`src/sssd_pkg.sv`:
```
// ----------------------------------------------------------------------------
// sssd_pkg
// Shared types, constants and tables for the serial seven-segment driver.
// ----------------------------------------------------------------------------
package sssd_pkg;

  localparam int DIGIT_COUNT = 3;
  localparam int DIGITS_USED = (DIGIT_COUNT < 1) ? 1 : ((DIGIT_COUNT > 4) ? 4 : DIGIT_COUNT);

  localparam int MaxValueInt = (DIGITS_USED == 1) ? 9 :
                               (DIGITS_USED == 2) ? 99 :
                               (DIGITS_USED == 3) ? 999 : 9999;
  localparam logic [13:0] MAX_VALUE = 14'(MaxValueInt);

  localparam logic [1:0] LAST_POS   = 2'(DIGITS_USED - 1);
  localparam logic [3:0] LAST_BIT   = 4'hF;
  localparam logic [7:0] ANODE_BASE = 8'h80;
  localparam logic [7:0] RECIP_TEN  = 8'd205;

  typedef struct packed {
    logic [3:0] digit;
    logic [1:0] pos;
    logic       last;
  } digit_beat_t;

  typedef struct packed {
    logic full;
    logic empty;
  } queue_status_t;

  // active-low segment pattern, bit 0 shifted first
  function automatic logic [7:0] seg_pattern(input logic [3:0] digit);
    logic [7:0] pat;
    case (digit)
      4'd0: pat = 8'b0000_0010;
      4'd1: pat = 8'b1001_1111;
      4'd2: pat = 8'b0010_0100;
      4'd3: pat = 8'b0000_1100;
      4'd4: pat = 8'b1001_1000;
      4'd5: pat = 8'b0100_1001;
      4'd6: pat = 8'b0100_0000;
      4'd7: pat = 8'b0001_1111;
      4'd8: pat = 8'b0000_0000;
      4'd9: pat = 8'b0000_1000;
      default: pat = 8'hFF;
    endcase
    return pat;
  endfunction

endpackage

```
`src/sssd_front.sv`:
```
// ----------------------------------------------------------------------------
// sssd_front
// Accepts a value, saturates it and splits it into decimal digits, one digit
// per cycle while the queue is not full, units first.
// ----------------------------------------------------------------------------
module sssd_front (
  input  logic                  clk_i,
  input  logic                  rst_ni,
  input  logic                  in_valid_i,
  output logic                  in_stall_o,
  input  logic signed [10:0]    display_value_i,
  input  sssd_pkg::queue_status_t q_status_i,
  output logic                  push_o,
  output sssd_pkg::digit_beat_t push_beat_o
);

  logic        busy_q, busy_d;
  logic [9:0]  value_q, value_d;
  logic [1:0]  idx_q, idx_d;
  logic [9:0]  clamped;
  logic [17:0] product;
  logic [6:0]  quot;
  logic [9:0]  quot_x10;
  logic [9:0]  rem;
  logic        accept;

  assign in_stall_o = busy_q;
  assign accept     = in_valid_i && !busy_q;

  always_comb begin
    if (display_value_i[10]) begin
      clamped = 10'd0;
    end else if ({4'b0, display_value_i[9:0]} > sssd_pkg::MAX_VALUE) begin
      clamped = sssd_pkg::MAX_VALUE[9:0];
    end else begin
      clamped = display_value_i[9:0];
    end
  end

  // divide by ten through reciprocal, exact below 1029
  assign product  = {8'b0, value_q} * {10'b0, sssd_pkg::RECIP_TEN};
  assign quot     = product[17:11];
  assign quot_x10 = {quot, 3'b000} + {2'b00, quot, 1'b0};
  assign rem      = value_q - quot_x10;

  assign push_o            = busy_q && !q_status_i.full;
  assign push_beat_o.digit = rem[3:0];
  assign push_beat_o.pos   = idx_q;
  assign push_beat_o.last  = (idx_q == sssd_pkg::LAST_POS);

  always_comb begin
    busy_d  = busy_q;
    value_d = value_q;
    idx_d   = idx_q;
    if (accept) begin
      busy_d  = 1'b1;
      value_d = clamped;
      idx_d   = 2'd0;
    end else if (push_o) begin
      value_d = {3'b000, quot};
      idx_d   = idx_q + 2'd1;
      if (push_beat_o.last) begin
        busy_d = 1'b0;
      end
    end
  end

  always_ff @(posedge clk_i or negedge rst_ni) begin
    if (!rst_ni) begin
      busy_q <= 1'b0;
      idx_q  <= 2'd0;
    end else begin
      busy_q <= busy_d;
      idx_q  <= idx_d;
    end
  end

  always_ff @(posedge clk_i) begin
    value_q <= value_d;
  end

endmodule

```
`src/sssd_queue.sv`:
```
// ----------------------------------------------------------------------------
// sssd_queue
// Two-entry queue of digit beats between the front and back parts.
// ----------------------------------------------------------------------------
module sssd_queue (
  input  logic                    clk_i,
  input  logic                    rst_ni,
  input  logic                    push_i,
  input  sssd_pkg::digit_beat_t   push_beat_i,
  input  logic                    pop_i,
  output sssd_pkg::digit_beat_t   pop_beat_o,
  output sssd_pkg::queue_status_t status_o
);

  sssd_pkg::digit_beat_t entry_q [2];
  logic       wr_ptr_q, rd_ptr_q;
  logic [1:0] count_q, count_d;

  assign status_o.full  = (count_q == 2'd2);
  assign status_o.empty = (count_q == 2'd0);
  assign pop_beat_o     = entry_q[rd_ptr_q];

  always_comb begin
    count_d = count_q;
    if (push_i && !pop_i) begin
      count_d = count_q + 2'd1;
    end else if (pop_i && !push_i) begin
      count_d = count_q - 2'd1;
    end
  end

  always_ff @(posedge clk_i or negedge rst_ni) begin
    if (!rst_ni) begin
      wr_ptr_q <= 1'b0;
      rd_ptr_q <= 1'b0;
      count_q  <= 2'd0;
    end else begin
      count_q <= count_d;
      if (push_i) begin
        wr_ptr_q <= !wr_ptr_q;
      end
      if (pop_i) begin
        rd_ptr_q <= !rd_ptr_q;
      end
    end
  end

  always_ff @(posedge clk_i) begin
    if (push_i) begin
      entry_q[wr_ptr_q] <= push_beat_i;
    end
  end

endmodule

```
`src/sssd_back.sv`:
```
// ----------------------------------------------------------------------------
// sssd_back
// Serializes each digit as anode byte then segment byte, one bit per beat.
// ----------------------------------------------------------------------------
module sssd_back (
  input  logic                    clk_i,
  input  logic                    rst_ni,
  input  sssd_pkg::queue_status_t q_status_i,
  input  sssd_pkg::digit_beat_t   pop_beat_i,
  output logic                    pop_o,
  output logic                    out_valid_o,
  input  logic                    out_stall_i,
  output logic                    serial_bit_o,
  output logic                    byte_select_o,
  output logic [1:0]              digit_position_o,
  output logic                    digit_done_o,
  output logic                    last_o
);

  logic        busy_q, busy_d;
  logic [15:0] shift_q, shift_d;
  logic [3:0]  bit_q, bit_d;
  logic [1:0]  pos_q, pos_d;
  logic        last_q, last_d;
  logic        accept;
  logic        load;
  logic        end_of_digit;

  assign end_of_digit = (bit_q == sssd_pkg::LAST_BIT);
  assign accept       = busy_q && !out_stall_i;
  assign load         = !busy_q || (accept && end_of_digit);
  assign pop_o        = load && !q_status_i.empty;

  assign out_valid_o      = busy_q;
  assign serial_bit_o     = shift_q[0];
  assign byte_select_o    = bit_q[3];
  assign digit_position_o = pos_q;
  assign digit_done_o     = end_of_digit;
  assign last_o           = last_q && end_of_digit;

  always_comb begin
    busy_d  = busy_q;
    shift_d = shift_q;
    bit_d   = bit_q;
    pos_d   = pos_q;
    last_d  = last_q;
    if (load) begin
      busy_d = pop_o;
      if (pop_o) begin
        shift_d = {sssd_pkg::seg_pattern(pop_beat_i.digit),
                   sssd_pkg::ANODE_BASE >> pop_beat_i.pos};
        bit_d   = 4'd0;
        pos_d   = pop_beat_i.pos;
        last_d  = pop_beat_i.last;
      end
    end else if (accept) begin
      shift_d = {1'b0, shift_q[15:1]};
      bit_d   = bit_q + 4'd1;
    end
  end

  always_ff @(posedge clk_i or negedge rst_ni) begin
    if (!rst_ni) begin
      busy_q <= 1'b0;
      bit_q  <= 4'd0;
    end else begin
      busy_q <= busy_d;
      bit_q  <= bit_d;
    end
  end

  always_ff @(posedge clk_i) begin
    shift_q <= shift_d;
    pos_q   <= pos_d;
    last_q  <= last_d;
  end

endmodule

```
`src/seven_segment_serial_display_driver.sv`:
```
// ----------------------------------------------------------------------------
// seven_segment_serial_display_driver
// Serial shift-register driver for a multiplexed seven-segment display.
//
//   channel  direction  handshake                 payload
//   in       input      in_valid_i / in_stall_o   display_value_i
//   out      output     out_valid_o / out_stall_i serial_bit_o, byte_select_o,
//                                                 digit_position_o, digit_done_o,
//                                                 last_o
//
// one value gives 16 beats per digit, 48 at three digits; the bit serializer
// emits one beat per cycle while out is unstalled and a digit is queued
// the front splits a value into digits and runs ahead through a
// two-entry queue, so the serializer keeps streaming across values
// reset clears all control state; out stalls hold the current beat
// ----------------------------------------------------------------------------
module seven_segment_serial_display_driver (
  input  logic               clk_i,
  input  logic               rst_ni,
  input  logic               in_valid_i,
  output logic               in_stall_o,
  input  logic signed [10:0] display_value_i,
  output logic               out_valid_o,
  input  logic               out_stall_i,
  output logic               serial_bit_o,
  output logic               byte_select_o,
  output logic [1:0]         digit_position_o,
  output logic               digit_done_o,
  output logic               last_o
);

  sssd_pkg::queue_status_t q_status;
  sssd_pkg::digit_beat_t   push_beat;
  sssd_pkg::digit_beat_t   pop_beat;
  logic                    push;
  logic                    pop;

  sssd_front u_front (
    .clk_i           (clk_i),
    .rst_ni          (rst_ni),
    .in_valid_i      (in_valid_i),
    .in_stall_o      (in_stall_o),
    .display_value_i (display_value_i),
    .q_status_i      (q_status),
    .push_o          (push),
    .push_beat_o     (push_beat)
  );

  sssd_queue u_queue (
    .clk_i       (clk_i),
    .rst_ni      (rst_ni),
    .push_i      (push),
    .push_beat_i (push_beat),
    .pop_i       (pop),
    .pop_beat_o  (pop_beat),
    .status_o    (q_status)
  );

  sssd_back u_back (
    .clk_i            (clk_i),
    .rst_ni           (rst_ni),
    .q_status_i       (q_status),
    .pop_beat_i       (pop_beat),
    .pop_o            (pop),
    .out_valid_o      (out_valid_o),
    .out_stall_i      (out_stall_i),
    .serial_bit_o     (serial_bit_o),
    .byte_select_o    (byte_select_o),
    .digit_position_o (digit_position_o),
    .digit_done_o     (digit_done_o),
    .last_o           (last_o)
  );

endmodule

```
`config.mk`:
```
export PLATFORM = sky130hd
export DESIGN_NAME = seven_segment_serial_display_driver
export DESIGN_NICKNAME = d
export VERILOG_FILES = /design/src/sssd_pkg.sv /design/src/sssd_front.sv /design/src/sssd_queue.sv /design/src/sssd_back.sv /design/src/seven_segment_serial_display_driver.sv
export SDC_FILE = /design/constraint.sdc
export NUM_CORES = 1
export LEC_CHECK = 0
export BUFFER_PORTS_ARGS = -buffer_cell sky130_fd_sc_hd__buf_2
export CAP_MARGIN = 20
export CORE_ASPECT_RATIO = 0.7
export CORE_MARGIN = 2
export CORE_UTILIZATION = 35
export CTS_BUF_LIST = sky130_fd_sc_hd__clkbuf_8
export DETAILED_ROUTE_END_ITERATION = 6
export GPL_ROUTABILITY_DRIVEN = 0
export GPL_TIMING_DRIVEN = 0
export HOLD_SLACK_MARGIN = 0.12
export PLACE_DENSITY = 0.51
export SETUP_SLACK_MARGIN = 0.15
export SYNTH_ARGS = -nofsm -noshare
export SYNTH_HDL_FRONTEND = slang
export SYNTH_SLANG_ARGS = --single-unit
```
`constraint.sdc`:
```
create_clock -name clk_i -period 4.4 [get_ports clk_i]
set_clock_uncertainty 0.15 [all_clocks]
set_input_delay 0.88 -clock clk_i [delete_from_list [all_inputs] [get_ports clk_i]]
set_output_delay 0.88 -clock clk_i [all_outputs]
set_load 0.02 [all_outputs]
```
==> reports/metrics.csv <==
stage,metric,value,unit
setup_path,R2R depth,20,
hold_path,worst hold-check path type,in2async,
setup_path,CP max-delay cell,fa_1,
logic_synthesis,"top cells by area, synth","edfxtp_1, ha_1, fa_1, dfrtp_1, inv_1",
cts,TritonCTS buffer count,5,
cells_and_area,diode count,0,
cells_and_area,"Area growth, synth to finish",21.2,%
logic_synthesis,ys async rst share,21.8,%
logic_synthesis,sequential fraction of the synthesis area,40.3,%
setup_path,max incr delay on CP,0.55,ns
sta,Final WS setup,-0.236,ns
logic_synthesis,Synth warnings,0,
cts,CTS tree,done,
die,Core Area,11000,um2
grt,initial antenna violation count,0,
setup_path,Crit. path cell count,20,
logic_synthesis,Mapped Nets,447,
sta,setup violators final,5,
sta,f_max,216,MHz
die,Die X-Extent,131,um
setup_path,CP endpoint kind,flip-flop,
routing,drt drc,0,
logic_synthesis,"EDFF count, synth",43,
logic_synthesis,post-synth top area cell,edfxtp_1,
die,Rows,32,
sta,Final Hold Fails,0,
sta,crit share post-route,105,%
run_status,status,"complete, but fails checks",
routing,Vias per Instance,4.82,
place,"Cell Area, Placed",4290,um2
die,# IOs,23,
sta,RSZ-0062 raised after global routing,yes,
cells_and_area,share of post-route cells with drive strength above 1,24.6,%
die,die height,92.9,um
routing,Post-DRT Antenna Nets,0,
grt,first-pass GRT wire length,13500,um
routing,DRT Wirelength,8130,um
routing,Vias,2720,
logic_synthesis,"Top FF cell, synth",edfxtp_1,
logic_synthesis,Yosys top cell area share,32.7,%
logic_synthesis,most frequent cell after synthesis,ha_1,
cts,CTS root buffer,clkbuf_8,
setup_path,CP cell instances,"buf_6, ha_4, inv_2, fa_1, inv_2, fa_1, inv_1, fa_1, inv_2, ha_4, o211ai_1, nor2_2, a221oi_2, nor2b_2, o21a_1, nor2_2, ha_2, xnor2_2, xnor2_1, xnor2_1",
setup_path,family with the most delay on the worst path,adder cells,
setup_path,critical path arrival,4.55,ns
grt,GRT Total Usage,14.5,%
die,die area,12200,um2
logic_synthesis,syn_area_per_cell,11.2,um2
routing,post-DR wirelength/cell,14.4,um
setup_path,critical path startpoint category,flip-flop,
sta,Final min period,4.64,ns
setup_path,Worst Path Max Fanout,2,
sta,Final Max Slew Viols,0,
logic_synthesis,Seq cells post-synth,55,
cells_and_area,Nets,504,
routing,starting DRC count in detailed routing,145,
logic_synthesis,top post-synthesis cells by count,"ha_1, inv_1, edfxtp_1",
setup_path,CP Class,reg2reg,
grt,vias in the first global route,2743,
sta,Slew @ Worst Pin,0.675,ns
place,DP HPWL,6220,um
cts,clk_lat worst skew,0.31,ns
logic_synthesis,Mapped Area,3950,um2
routing,DRT Pass-1 Iters,4,
sta,Slew HR,54.8,%
cts,clock transition at the registers of the reported paths,0.10,ns
place,port bufs,22,
die,initial core utilization,35.9,%
logic_synthesis,Cell variety after synth,43,
cells_and_area,post-route cell area,4780,um2
run_status,failing checks,negative setup slack,
logic_synthesis,Gate Count Post-Synth,353,
grt,"Remaining Overflow, GRT",0,
cts,htree depth,2,
setup_path,CP required,4.31,ns
setup_path,Crit path buffers/inverters,5,
flow_run,max-cap violations,0,
cts,Bufs on Longest Clock Path,2,
cts,clock sink total,55,
grt,largest net degree at the start of global routing,17,
-- per-layer routing --
metal / part of all wire [%] / up-vias / track usage [%]
li1: - / 1350 / -
met1: 54 / 1310 / 22.7
met2: 41 / 51 / 20.2
met3: 4.4 / 9 / 2.95
met4: 1.2 / 0 / 3.63
met5: 0 / - / 0
-- area by class of cell --
class	instances	area, um2
clock inverters	3	15.0
fillers	1065	6230
flip-flops and latches	55	1590
well taps	153	191
inverters	45	169
repair buffers	50	332
multi-input cells	247	2390
plain buffers	6	23.8
clock buffers	5	68.8
-- repair_timing --
item | 4_1_cts | 5_1_grt
hold buffers | 0 | 0
pin swaps | 25 | 13
gates resized for setup | 20 | 13
setup endpoints to repair | 10 | 13
buffers inserted | 21 | 7
-- cells in the final DEF, fill, tap and decap left out, types with 5 or more instances in the layout --
master and instances:
nand2_1 22, inv_1 40, clkbuf_1 5, xnor2_1 13
a21o_1 6, edfxtp_1 43, buf_4 25, inv_2 5
dfrtp_1 12, mux2_2 5, and2_1 10, fa_1 16
ha_4 10, o21ai_0 14, nor2_1 27, nand3_1 6
ha_1 50, a21oi_1 6, buf_2 23, clkbuf_8 5
-- logic make-up after synthesis --
| family | synth area share (%) |
|---|---|
| fa+ha+maj | 28.1 |
| simple gates | 9.35 |
| compound gates | 10.9 |
| xor+xnor | 3.99 |
| buf+inv | 4.88 |
| mux | 2.44 |
| flops | 40.3 |
-- flip-flops by register name (all words and copies together) (netlist names), 2 cells and up --
name / flops
u_front.value_q: 10
u_back.shift_q: 16
u_back.digit_position_o: 2
u_front.idx_q: 2
u_queue.entry_q: 14
u_queue.count_q: 2
u_back.bit_q: 4
-- worst reg2reg max path, cell delays in order, from the launching register on --
cell	delay, ns
edfxtp_1	0.45
buf_6	0.15
ha_4	0.27
inv_2	0.04
fa_1	0.55
inv_2	0.04
fa_1	0.48
inv_1	0.05
fa_1	0.49
inv_2	0.05
ha_4	0.20
o211ai_1	0.09
nor2_2	0.09
a221oi_2	0.31
nor2b_2	0.10
o21a_1	0.21
nor2_2	0.11
ha_2	0.20
xnor2_2	0.11
xnor2_1	0.15
xnor2_1	0.11
-- through the flow --
| stage | instances | TNS (ns) | hold WS [ns] | util, % | setup slack [ns] |
|---|---|---|---|---|---|
| 2_1_floorplan | 353 | -0.108 | 0.310 | - | -0.0542 |
| 3_3_place_gp | 528 | -1.62 | 0.328 | 38.9 | -0.425 |
| 3_5_place_dp | 528 | -1.82 | 0.346 | 38.9 | -0.474 |
| 4_1_cts | 557 | -0.921 | 0.275 | 42.4 | -0.237 |
| 5_1_grt | 564 | -2.19 | 0.285 | 43.4 | -0.441 |
| 6_report | 564 | -0.675 | 0.281 | 43.4 | -0.236 |
-- final timing paths --
path                               startpoint                    end  slack [ns]
min in group clk_i           u_queue.wr_ptr_q       u_queue.wr_ptr_q        0.36
max                        u_front.value_q[7]  u_queue.entry_q[0][6]       -0.24
min                                    rst_ni        u_back.bit_q[3]        0.28
max in group asynchronous              rst_ni       u_front.idx_q[0]        3.59
min reg2reg                  u_queue.wr_ptr_q       u_queue.wr_ptr_q        0.36
max reg2reg                u_front.value_q[7]  u_queue.entry_q[0][6]       -0.24
Power is not shown: default switching activity piles up to over one toggle a cycle in this logic, so the estimate is an artifact.
